==> src/hdl/mcbrb_pkg.sv <==
package mcbrb_pkg;

    localparam logic CMD_PUSH = 1'b0;
    localparam logic CMD_PULL = 1'b1;

    localparam logic [1:0] KIND_STATUS = 2'd0;
    localparam logic [1:0] KIND_SAMPLE = 2'd1;
    localparam logic [1:0] KIND_EMPTY  = 2'd2;

    typedef struct packed {
        logic               cmd;
        logic [2:0]         chan;
        logic               block_first;
        logic [6:0]         block_len;
        logic signed [15:0] sample;
    } in_item_t;

    typedef struct packed {
        logic [1:0]         kind;
        logic               accepted;
        logic [6:0]         count;
        logic signed [15:0] out_sample;
        logic               last;
    } out_item_t;

    // Controller -> datapath
    typedef struct packed {
        logic load;       // capture input transaction, start channel-state read
        logic exec;       // execute the captured item
        logic pull_rd;    // read next sample of a pull
        logic pull_emit;  // load pulled sample into output register
    } ctrl_cmd_t;

    // Datapath -> controller
    typedef struct packed {
        logic need_out;   // item may produce a result in its execute cycle
        logic pull_go;    // pull found samples to drain
        logic pull_last;  // no samples left to read
        logic out_free;   // output register can take a result
    } dp_status_t;

endpackage

==> src/hdl/mcbrb_ctrl.sv <==
module mcbrb_ctrl (
    input  logic                   aclk,
    input  logic                   aresetn,
    input  logic                   s_valid,
    output logic                   s_ready,
    input  mcbrb_pkg::dp_status_t  status,
    output mcbrb_pkg::ctrl_cmd_t   cmd
);
    import mcbrb_pkg::*;

    typedef enum logic [1:0] {
        ST_IDLE,
        ST_EXEC,
        ST_PULL_RD,
        ST_PULL_WR
    } state_t;

    state_t state_reg;
    state_t state_next;

    always_comb begin
        state_next = state_reg;
        cmd        = '0;
        s_ready    = 1'b0;
        unique case (state_reg)
            ST_IDLE: begin
                // take nothing while reset is held
                s_ready  = aresetn;
                cmd.load = s_valid && aresetn;
                if (s_valid && aresetn) begin
                    state_next = ST_EXEC;
                end
            end
            ST_EXEC: begin
                // hold while a result is due and the output register is full
                if (!status.need_out || status.out_free) begin
                    cmd.exec   = 1'b1;
                    state_next = status.pull_go ? ST_PULL_RD : ST_IDLE;
                end
            end
            ST_PULL_RD: begin
                cmd.pull_rd = 1'b1;
                state_next  = ST_PULL_WR;
            end
            ST_PULL_WR: begin
                if (status.out_free) begin
                    cmd.pull_emit = 1'b1;
                    state_next    = status.pull_last ? ST_IDLE : ST_PULL_RD;
                end
            end
            default: begin
                state_next = ST_IDLE;
            end
        endcase
    end

    always_ff @(posedge aclk) begin
        if (!aresetn) begin
            state_reg <= ST_IDLE;
        end else begin
            state_reg <= state_next;
        end
    end

endmodule

==> config.mk <==
export PLATFORM = sky130hd
export DESIGN_NAME = mcbrb_ctrl
export DESIGN_NICKNAME = d
export VERILOG_FILES = /design/src/hdl/mcbrb_pkg.sv /design/src/hdl/mcbrb_ctrl.sv
export SDC_FILE = /design/constraint.sdc
export NUM_CORES = 1
export LEC_CHECK = 0
export BUFFER_PORTS_ARGS = -buffer_cell sky130_fd_sc_hd__buf_2
export CAP_MARGIN = 20
export CORE_AREA = 2 2 39 41
export CTS_BUF_LIST = sky130_fd_sc_hd__clkbuf_2
export CTS_CLUSTER_DIAMETER = 50
export DETAILED_ROUTE_END_ITERATION = 8
export DIE_AREA = 0 0 41 43
export HOLD_SLACK_MARGIN = 0.03
export PLACE_DENSITY = 0.3
export SYNTH_ARGS = -nofsm -noshare
export SYNTH_HDL_FRONTEND = slang
export SYNTH_SLANG_ARGS = --single-unit
==> constraint.sdc <==
create_clock -name aclk -period 1.3 [get_ports aclk]
set_input_delay 0.065 -clock aclk [delete_from_list [all_inputs] [get_ports aclk]]
set_output_delay 0.065 -clock aclk [all_outputs]
set_load 0.01 [all_outputs]
# Yosys cells after proc, flatten, opt, wreduce, memory -nomap -nowiden
# Index checks and enable logic that the tools add are counted.
# totals
latch_bits,0
register_bits,2
ram_bits,0
memories,0
rom_bits,0
# classes
n_div,0
n_mux,13
n_addsub,0
bitwise,0
n_lt_le_gt_ge,0
shift,0
n_reduce_logical,5
multipliers,0
n_eq_ne,6
# ops
cell,n
$mux W2,5
$pmux W2 S4,1
$mux W1,7
$ne A2 B2 Y1 const B,3
$eq A2 B2 Y1 const B,2
$reduce_and A3 Y1,1
$eq A2 B1 Y1 const B,1
$logic_not A2 Y1,1
$logic_and A1 B1 Y1,1
$logic_not A1 Y1,1
$logic_or A1 B1 Y1,1

# Depth between registers and ports, before layout
# Gate-level depths: netlist (run 1).
# logic_depth
word_depth,4
depth_mapped,2
depth_no_buf,2

# Worst setup path before layout (run 1)
# Ideal clock, no wire load.
# synth_path
kind,reg2out
from,reg state_reg[1]
to,out cmd[3] in the netlist's numbering
slack_ps,300
path_buffers,0
t_arrival_ps,935
stages_incl_launch_ff,3
path_cell_list,dfxtp_1 -> nor3b_1 -> and2_1
# synth_rtl
item,line_no,text
start: declaration,mcbrb_ctrl.sv:18,state_t state_reg;
start signal: assignment,mcbrb_ctrl.sv:61,state_reg <= state_next;
end: declaration,mcbrb_ctrl.sv:7,output mcbrb_pkg::ctrl_cmd_t cmd

==> impl_summary.txt, run 1 <==
----------------------------------------------------
[Global routing]
  Global-route wire length before repair ... 627 µm
  Total grt overflow ... 0
  Total routing usage reported by global routing ... 0.0602
  Vias in the first global route ... 170
  Number of antenna violations at the first check in global routing ... 0
  Largest net degree at the start of global routing ... 8

[STA]
  Max-slew headroom ... 0.863
  Post-route fraction of the period consumed by the critical path ... 0.855
  Final Hold Vio Count ... 0
  Final-layout setup total negative slack ... 0 ps
  Number of setup violations in the final report ... 0
  RSZ-0062 raised after global routing ... false
  Actual transition at the worst max-transition pin ... approximately 200 ps
  Post-route setup slack ... 188 ps
  Final Skew ... 2.25 ps
  Final critical-path required period ... about 1100 ps
  Fmax ... 899 MHz
  Number of slew-limit violations in the final report ... 0

[Die]
  Starting density of the core ... 0.102
  I/O pin count ... 12
  Die W ... roughly 41 µm
  Count of standard-cell rows ... 14
  Floorplan core area ... about 0.0014 mm²
  Floorplan die height ... 43 µm
  Area of the die ... 0.00176 mm²

[Hold path]
  Hold_sp ... aresetn
  Class of the most critical hold timing path ... in2reg
  Instance count along the most critical hold path ... 2
  WHS Endpoint ... state_reg[0]

[Setup path]
  Slowest stage delay, CP ... 350 ps
  Critical path class ... reg2out
  Startpoint type of the worst setup path ... flip-flop
  Top fanout value on the critical path ... 7
  Internal reg-to-reg setup slack ... 270 ps
  Arrival time of data at the critical path endpoint ... ~1100 ps
  Critical path's top delay family ... simple AND/OR/NAND/NOR gates
  Worst path bufs/invs ... 1
  Worst R2R Start ... state_reg[0]
  Critical path data required time ... between 1000 and 1500 ps
  Critical-path cell list ... nor3b_1, and2_1, buf_2
  Slowest cell on the critical path ... sky130_fd_sc_hd__dfxtp_1
  Kind of end point of the critical path ... primary output
  RR Endpoint ... state_reg[0]
  Depth of the most critical reg-to-reg path ... 2

[Routing]
  Vias per Instance ... 3.52
  DRC violations left ... 0
  Via Count ... around 160
  Final routed wirelength across all metal layers ... 388 µm
  Initial DRT Pass Iterations ... 1
  First DRT Iteration DRCs ... 0
  Remaining antenna violation count after routing ... 0
  Average wire length per cell after detail routing ... 8.43 µm

[Power]
  Static power due to leakage ... ~0.00013 µW
  Peak supply drop ... around 0.00016 V
  Pwr dens ... roughly 940 mW/mm²

[Cells and area]
  Number of antenna repair diodes ... 0
  Fraction of layout instances using a drive strength above 1 ... 0.600
  Final core utilization ... 0.167
  Area added between synthesis and finish ... 63.7%
  Number of nets in the finished design ... 39
  Fill cell instance count of the final layout ... 165
  Number of flip-flops under the largest register name ... 2

[Synthesis]
  Unique cell type count in the Yosys netlist ... 13
  Count of yosys warnings during synthesis ... 0
  Net Count, Synth ... 23
  Post-synthesis sequential area ratio ... 0.283
  Mean area per synthesized cell ... roughly 8.8 µm²
  Mapped Cells ... 16
  Number of synthesized register bits ... 2
  Netlist area before placement ... about 140 µm²

[Clock network]
  Number of CTS-inserted buffers ... 3
  CTS tree ... yes
  Clock insertion delay at the later pin of the skew report ... about 180 ps
  Count of clock tree sinks ... 2
  Cts hold-fix bufs ... 0
  Clk buf depth ... 2
  Cell at the root of the clock tree ... sky130_fd_sc_hd__clkbuf_2
  Post-CTS Setup Inserts ... 0
  Post-CTS Resized ... 0
  Clock-pin slew on the worst setup and hold paths ... 30 ps
  Count of H-tree levels built during CTS ... 1

[Placed design]
  Number of I/O port buffers ... 11
  Dpl ws ... 264 ps
  Gp weighted congestion ... between 0.5 and 0.6

[Outcome]
  Run status ... completed

[Job]
  Maximum capacitance violations ... 0

----------------------------------------------------
[routing by layer]
layer | track usage | up-vias | routed length [µm]
li1 | - | 86 | -
met1 | 0.0353 | 72 | 132
met2 | 0.0969 | 4 | 231
met3 | 0.0314 | 0 | 25
met4 | 0.0800 | 0 | 0
met5 | 0 | - | 0
[synth_stat cells, drive strengths merged]
cell / instances / area [µm²]
nor2b: 1 / 6.26
and3: 2 / 15.0
inv: 1 / 3.75
and2: 1 / 6.26
nand2: 2 / 7.51
nor3: 1 / 5.00
mux2: 1 / 15.0
dfxtp: 2 / 40.0
o32ai: 1 / 8.76
o211a: 1 / 10.0
and2b: 1 / 8.76
nor3b: 1 / 7.51
nand3b: 1 / 7.51
[how the worst max path moves through the flow]
stage,from,to,slack [ps],cells past startpoint
after floorplan,state_reg[1],cmd[3],300,2
after global placement,state_reg[0],state_reg[0],280,2
after detailed placement,state_reg[0],state_reg[0],260,2
after CTS,state_reg[1],cmd[3],160,3
after global routing,state_reg[0],cmd[2],80,3
final,state_reg[1],cmd[3],190,3
[power by group]
group | leakage [µW] | internal [µW] | switching [µW] | total (µW)
clock network | 0.0000125 | 61.2 | 30.3 | 91.5
registers | 0.0000165 | 67.0 | 7.83 | 74.8
logic | 0.0000994 | 29.5 | 21.9 | 51.4
[metrics by stage]
step	instance area [µm²]	total power, µW	std cells	hold WS (ps)
2_1_floorplan	141	103	16	198
3_3_place_gp	216	128	43	341
3_5_place_dp	216	128	43	338
4_1_cts	231	225	46	140
5_1_grt	231	237	46	139
6_report	231	218	46	149
[layout by cell type (no fill, tap or decap)]
| master | instances |
|---|---|
| sky130_fd_sc_hd__dfxtp_1 | 2 |
| sky130_fd_sc_hd__clkbuf_2 | 3 |
| sky130_fd_sc_hd__nand2_1 | 2 |
| sky130_fd_sc_hd__o32ai_1 | 1 |
| sky130_fd_sc_hd__and2_1 | 1 |
| sky130_fd_sc_hd__o211a_1 | 1 |
| sky130_fd_sc_hd__and2b_2 | 1 |
| sky130_fd_sc_hd__and3_2 | 2 |
| sky130_fd_sc_hd__mux2_4 | 1 |
| sky130_fd_sc_hd__nor2b_1 | 1 |
| sky130_fd_sc_hd__buf_2 | 11 |
| sky130_fd_sc_hd__inv_1 | 1 |
| sky130_fd_sc_hd__nor3b_1 | 1 |
| sky130_fd_sc_hd__nand3b_1 | 1 |
| sky130_fd_sc_hd__nor3_1 | 1 |
[cells by family after synthesis]
group / share of synthesized area
AND/OR/NAND/NOR: 0.451
AO/OA/AOI/OAI: 0.133
flip-flops: 0.283
multiplexers: 0.106
buffers and inverters: 0.0265
[cell type report]
cell class	instances	area, µm²	area share
clock buffer	3	15.0	0.0649
inverter	1	3.75	0.0162
multi-input combinational	13	97.6	0.422
sequential	2	40.0	0.173
tap	16	20.0	0.0865
timing repair buffer	11	55.1	0.238
(Power assumes the default switching activity.)
==> inputs of run 2 (changes only) <==
BUFFER_PORTS_ARGS = -buffer_cell sky130_fd_sc_hd__clkbuf_2   (was -buffer_cell sky130_fd_sc_hd__buf_2)
CAP_MARGIN = 15   (was 20)
==> run 2 against run 1 <==
  * Utilization unchanged
  * Worst hold slack worse by 8.3 ps
  * Maximum frequency down 1.7%
  * Final cell count unchanged
  * Wire length up 1.0%
  * Register-to-register slack about the same
  * Highest routed layer unchanged
  * Clock power up 3.2%
  * Clock skew down 1.2 ps
  * Combinational power about the same
  * Sequential power about the same
  * Critical path type unchanged
  * Global-route usage up 0.40 points
  * Power up 1.2%
==> impl_summary.txt, run 2 (synthesis results as in run 1) <==
----------------------------------------------------
[Setup path]
  Top fanout value on the critical path ... 7
  Startpoint type of the worst setup path ... flip-flop
  Arrival time of data at the critical path endpoint ... about 1100 ps
  Critical path data required time ... 1240 ps
  Critical path class ... reg2out
  Kind of end point of the critical path ... primary output

[Clock network]
  Cell at the root of the clock tree ... sky130_fd_sc_hd__clkbuf_2
  Clock insertion delay at the later pin of the skew report ... approximately 190 ps
  Count of clock tree sinks ... 2
  Cts hold-fix bufs ... 0
  Count of H-tree levels built during CTS ... 1
  Number of CTS-inserted buffers ... 3
  CTS tree ... yes
  Clock-pin slew on the worst setup and hold paths ... 30 ps
  Post-CTS Setup Inserts ... 0
  Post-CTS Resized ... 0
  Clk buf depth ... 2

[Placed design]
  Cell count after placement ... 43
  Gp weighted congestion ... 0.593
  Number of I/O port buffers ... 11

[Global routing]
  Vias in the first global route ... about 170
  Global-route wire length before repair ... 655 µm
  Total grt overflow ... 0
  Total routing usage reported by global routing ... 0.0642
  Number of antenna violations at the first check in global routing ... 0
  Largest net degree at the start of global routing ... 8

[Routing]
  Vias per Instance ... 3.72
  Initial DRT Pass Iterations ... 1
  First DRT Iteration DRCs ... 0
  Average wire length per cell after detail routing ... 8.52 µm
  Via Count ... 171
  Final routed wirelength across all metal layers ... 392 µm
  DRC violations left ... 0
  Remaining antenna violation count after routing ... 0

[Cells and area]
  Most common cell after layout, fill and taps aside ... sky130_fd_sc_hd__clkbuf_2
  Most frequent cells in the layout ... 14 x sky130_fd_sc_hd__clkbuf_2, 2 x sky130_fd_sc_hd__and3_2, 2 x sky130_fd_sc_hd__nand2_1, 2 x sky130_fd_sc_hd__dfxtp_1
  Area added between synthesis and finish ... 63.7%
  Fill cell instance count of the final layout ... 162
  Fraction of layout instances using a drive strength above 1 ... 0.600
  Final cell count without fillers ... 46
  Number of antenna repair diodes ... 0
  Number of nets in the finished design ... 39
  Number of flip-flops under the largest register name ... 2

[Power]
  Peak supply drop ... 0.000111 V
  Share of power burned in combinational logic ... 0.233
  Pwr dens ... 952 mW/mm²
  Tot Pwr ... 220 µW
  Share of power burned in the clock network ... 0.428
  Static power due to leakage ... 0.000127 µW
  Proportion of total power due to net switching ... 0.285
  Sequential Power Share ... 0.339
  Switching Power ... 62.8 µW
  Internal power ... about 160 µW

[STA]
  Max-slew headroom ... 0.853
  RSZ-0062 raised after global routing ... false
  Number of slew-limit violations in the final report ... 0
  Final Skew ... 1.07 ps
  Final-layout setup total negative slack ... 0 ps
  Fmax ... 884 MHz
  Final Hold Vio Count ... 0
  Final critical-path required period ... 1130 ps
  Worst-case hold slack ... 140 ps
  Number of setup violations in the final report ... 0
  Post-route fraction of the period consumed by the critical path ... 0.870
  Actual transition at the worst max-transition pin ... 219 ps

[Die]
  Die W ... 41 µm
  Starting density of the core ... 0.102
  Count of standard-cell rows ... 14
  Floorplan die height ... 43 µm
  Area of the die ... 0.00176 mm²
  I/O pin count ... 12
  Floorplan core area ... 0.00138 mm²

[Hold path]
  Class of the most critical hold timing path ... in2reg

[Job]
  Maximum capacitance violations ... 0

[Outcome]
  Run status ... completed

----------------------------------------------------
-- run 2: cell count changes in the layout (fill, tap and decap cells not counted) --
cell and delta:
sky130_fd_sc_hd__buf_2 -11, sky130_fd_sc_hd__clkbuf_2 +11
-- run 2: through the flow --
step	setup WS [ps]	util	area, µm²
6_report	169	0.167	231
5_1_grt	64.1	0.167	231
4_1_cts	138	0.167	231
3_5_place_dp	250	0.156	216
3_3_place_gp	282	0.156	216
2_1_floorplan	300	-	141
-- run 2: final timing paths --
check | startpoint | to | slack, ps | cells after the start
setup / recovery | state_reg[1] | cmd[3] | 170 | 3
hold / removal | aresetn | state_reg[0] | 140 | 2
setup reg to reg | state_reg[0] | state_reg[0] | 260 | 2
hold reg to reg | state_reg[1] | state_reg[1] | 530 | 2
-- run 2: final cells by class --
class / count / area [µm²] / share of cell area
inverters: 1 / 3.75 / 0.0162
well taps: 16 / 20.0 / 0.0865
clock buffers: 3 / 15.0 / 0.0649
flip-flops and latches: 2 / 40.0 / 0.173
repair buffers: 11 / 55.1 / 0.238
multi-input cells: 13 / 97.6 / 0.422
-- run 2: worst max-delay path, stage by stage, from the launching register on --
cell,delay [ps]
sky130_fd_sc_hd__dfxtp_1,340
sky130_fd_sc_hd__nor3b_1,250
sky130_fd_sc_hd__and2_1,160
sky130_fd_sc_hd__clkbuf_2,130
-- run 2: power by group through the flow --
stage	registers (µW)	logic, µW	clock network, µW
after floorplan	73.7	29.2	0
after global placement	75.1	53.3	0
after detailed placement	75.8	52.5	0
after CTS	74.9	52.7	103
after global routing	76.4	57.6	104
final	74.6	51.3	94.4
-- run 2: layer usage --
metal  GRT usage  vias to the layer above  share of wire  routed length (µm)
li1            -                       89              -                   -
met1      0.0449                       78           0.28                 108
met2      0.0906                        4           0.65                 254
met3      0.0314                        0          0.071                  28
met4       0.100                        0              0                   0
met5           0                        -              0                   0
==> inputs of run 3 (changes only) <==
RECOVER_POWER = 50   (was default)
==> run 3 against run 2 <==
  * Register-to-register slack worse by 20 ps
  * Count of clock-buffer cells in the layout unchanged
  * Sequential share of layout area up 0.38 points
  * Via count unchanged
  * Global-route usage unchanged
  * Utilization down 0.36 points
  * Critical path type unchanged
==> impl_summary.txt, run 3 (synthesis results as in run 1) <==
----------------------------------------------------
[Hold path]
  Hold_sp ... aresetn
  Class of the most critical hold timing path ... in2reg

[Clock network]
  Number of CTS-inserted buffers ... 3
  Cell at the root of the clock tree ... sky130_fd_sc_hd__clkbuf_2
  Count of clock tree sinks ... 2
  Post-CTS Setup Inserts ... 0
  Count of H-tree levels built during CTS ... 1
  CTS tree ... yes
  Clock-pin slew on the worst setup and hold paths ... 30 ps
  Cts hold-fix bufs ... 0
  Clock insertion delay at the later pin of the skew report ... roughly 190 ps
  Post-CTS Resized ... 0
  Clk buf depth ... 2

[Setup path]
  RR Endpoint ... state_reg[0]
  Startpoint type of the worst setup path ... flip-flop
  Critical path class ... reg2out
  Internal reg-to-reg setup slack ... 240 ps
  Crit path capture ... cmd[3]
  Arrival time of data at the critical path endpoint ... 1070 ps
  Worst R2R Start ... state_reg[0]
  Kind of end point of the critical path ... primary output
  Critical path data required time ... 1240 ps
  Top fanout value on the critical path ... 7
  Critical Path Start ... state_reg[1]
  Depth of the most critical reg-to-reg path ... 2

[Power]
  Peak supply drop ... 0.000111 V
  Pwr dens ... 958 mW/mm²
  Static power due to leakage ... 0.000120 µW
  Tot Pwr ... 217 µW

[Global routing]
  Number of antenna violations at the first check in global routing ... 0
  Total grt overflow ... 0
  Largest net degree at the start of global routing ... 8
  Vias in the first global route ... approximately 170
  Global routing usage on met2 ... 0.0906
  Met3 usage ... 0.0314
  Met1 Use GR ... 0.0449
  Global-route wire length before repair ... around 660 µm
  Total routing usage reported by global routing ... 0.0642
  Most crowded layer after global routing ... met4

[Die]
  I/O pin count ... 12
  Floorplan die height ... 43 µm
  Floorplan core area ... between 0.001 and 0.0015 mm²
  Count of standard-cell rows ... 14
  Area of the die ... between 0.0015 and 0.002 mm²
  Die W ... 41 µm
  Starting density of the core ... 0.102

[Routing]
  Vias per Instance ... 3.72
  DRC violations left ... 0
  First DRT Iteration DRCs ... 0
  Average wire length per cell after detail routing ... 8.61 µm
  Remaining antenna violation count after routing ... 0
  Final routed wirelength across all metal layers ... 396 µm
  Initial DRT Pass Iterations ... 1
  Via Count ... 171

[STA]
  Final-layout setup total negative slack ... 0 ps
  Number of slew-limit violations in the final report ... 0
  Final critical-path required period ... ~1100 ps
  Final Skew ... 1.13 ps
  Fmax ... a little under 900 MHz
  Final Hold Vio Count ... 0
  RSZ-0062 raised after global routing ... false
  Max-slew headroom ... 0.854
  Number of setup violations in the final report ... 0
  Actual transition at the worst max-transition pin ... 219 ps
  Post-route fraction of the period consumed by the critical path ... 0.870

[Cells and area]
  Fraction of layout instances using a drive strength above 1 ... 0.533
  Number of antenna repair diodes ... 0
  Area added between synthesis and finish ... 60.2%
  Number of flip-flops under the largest register name ... 2
  Most common cell after layout, fill and taps aside ... sky130_fd_sc_hd__clkbuf_2
  Number of nets in the finished design ... 39
  Most frequent cells in the layout ... 13 x sky130_fd_sc_hd__clkbuf_2, 2 x sky130_fd_sc_hd__and3_2, 2 x sky130_fd_sc_hd__nand2_1, 2 x sky130_fd_sc_hd__dfxtp_1
  Fill cell instance count of the final layout ... between 150 and 200

[Outcome]
  Run status ... completed

[Placed design]
  Number of I/O port buffers ... 11
  Gp weighted congestion ... 0.593

[Job]
  Maximum capacitance violations ... 0

----------------------------------------------------
-- run 3: how the worst min path moves through the flow --
stage / cells past startpoint / to / slack, ps
after global routing: 2 / state_reg[0] / 150
after detailed placement: 2 / state_reg[0] / 340
after floorplan: 1 / state_reg[0] / 200
final: 2 / state_reg[0] / 140
after CTS: 2 / state_reg[0] / 130
after global placement: 2 / state_reg[0] / 340
-- run 3: critical path: stages, from the launching register on --
cell and delay (ps):
sky130_fd_sc_hd__dfxtp_1 340, sky130_fd_sc_hd__nor3b_1 250, sky130_fd_sc_hd__and2_1 160, sky130_fd_sc_hd__clkbuf_2 130
-- run 3: stage by stage --
step	worst slack [ps]	area, µm²	std cells	util	hold slack [ps]
after floorplan	300	141	16	-	198
after global placement	282	216	43	0.156	335
after detailed placement	250	216	43	0.156	342
after CTS	138	231	46	0.167	132
after global routing	64.1	226	46	0.164	147
final	169	226	46	0.164	141
-- run 3: power breakdown --
| part | switching (µW) | internal (µW) |
|---|---|---|
| combinational | 22.0 | 26.6 |
| sequential | 7.15 | 67.0 |
| clock | 33.2 | 61.1 |
-- run 3: layout make-up --
type / count / area (µm²) / share of cell area
tap: 16 / 20.0 / 0.0884
timing repair buffer: 11 / 53.8 / 0.238
sequential: 2 / 40.0 / 0.177
multi-input combinational: 13 / 93.8 / 0.414
clock buffer: 3 / 15.0 / 0.0663
inverter: 1 / 3.75 / 0.0166
-- run 3: per-layer routing --
metal  share of wire  up-vias
li1                -       89
met1            0.28       78
met2            0.64        4
met3           0.073        0
met4               0        0
met5               0        -
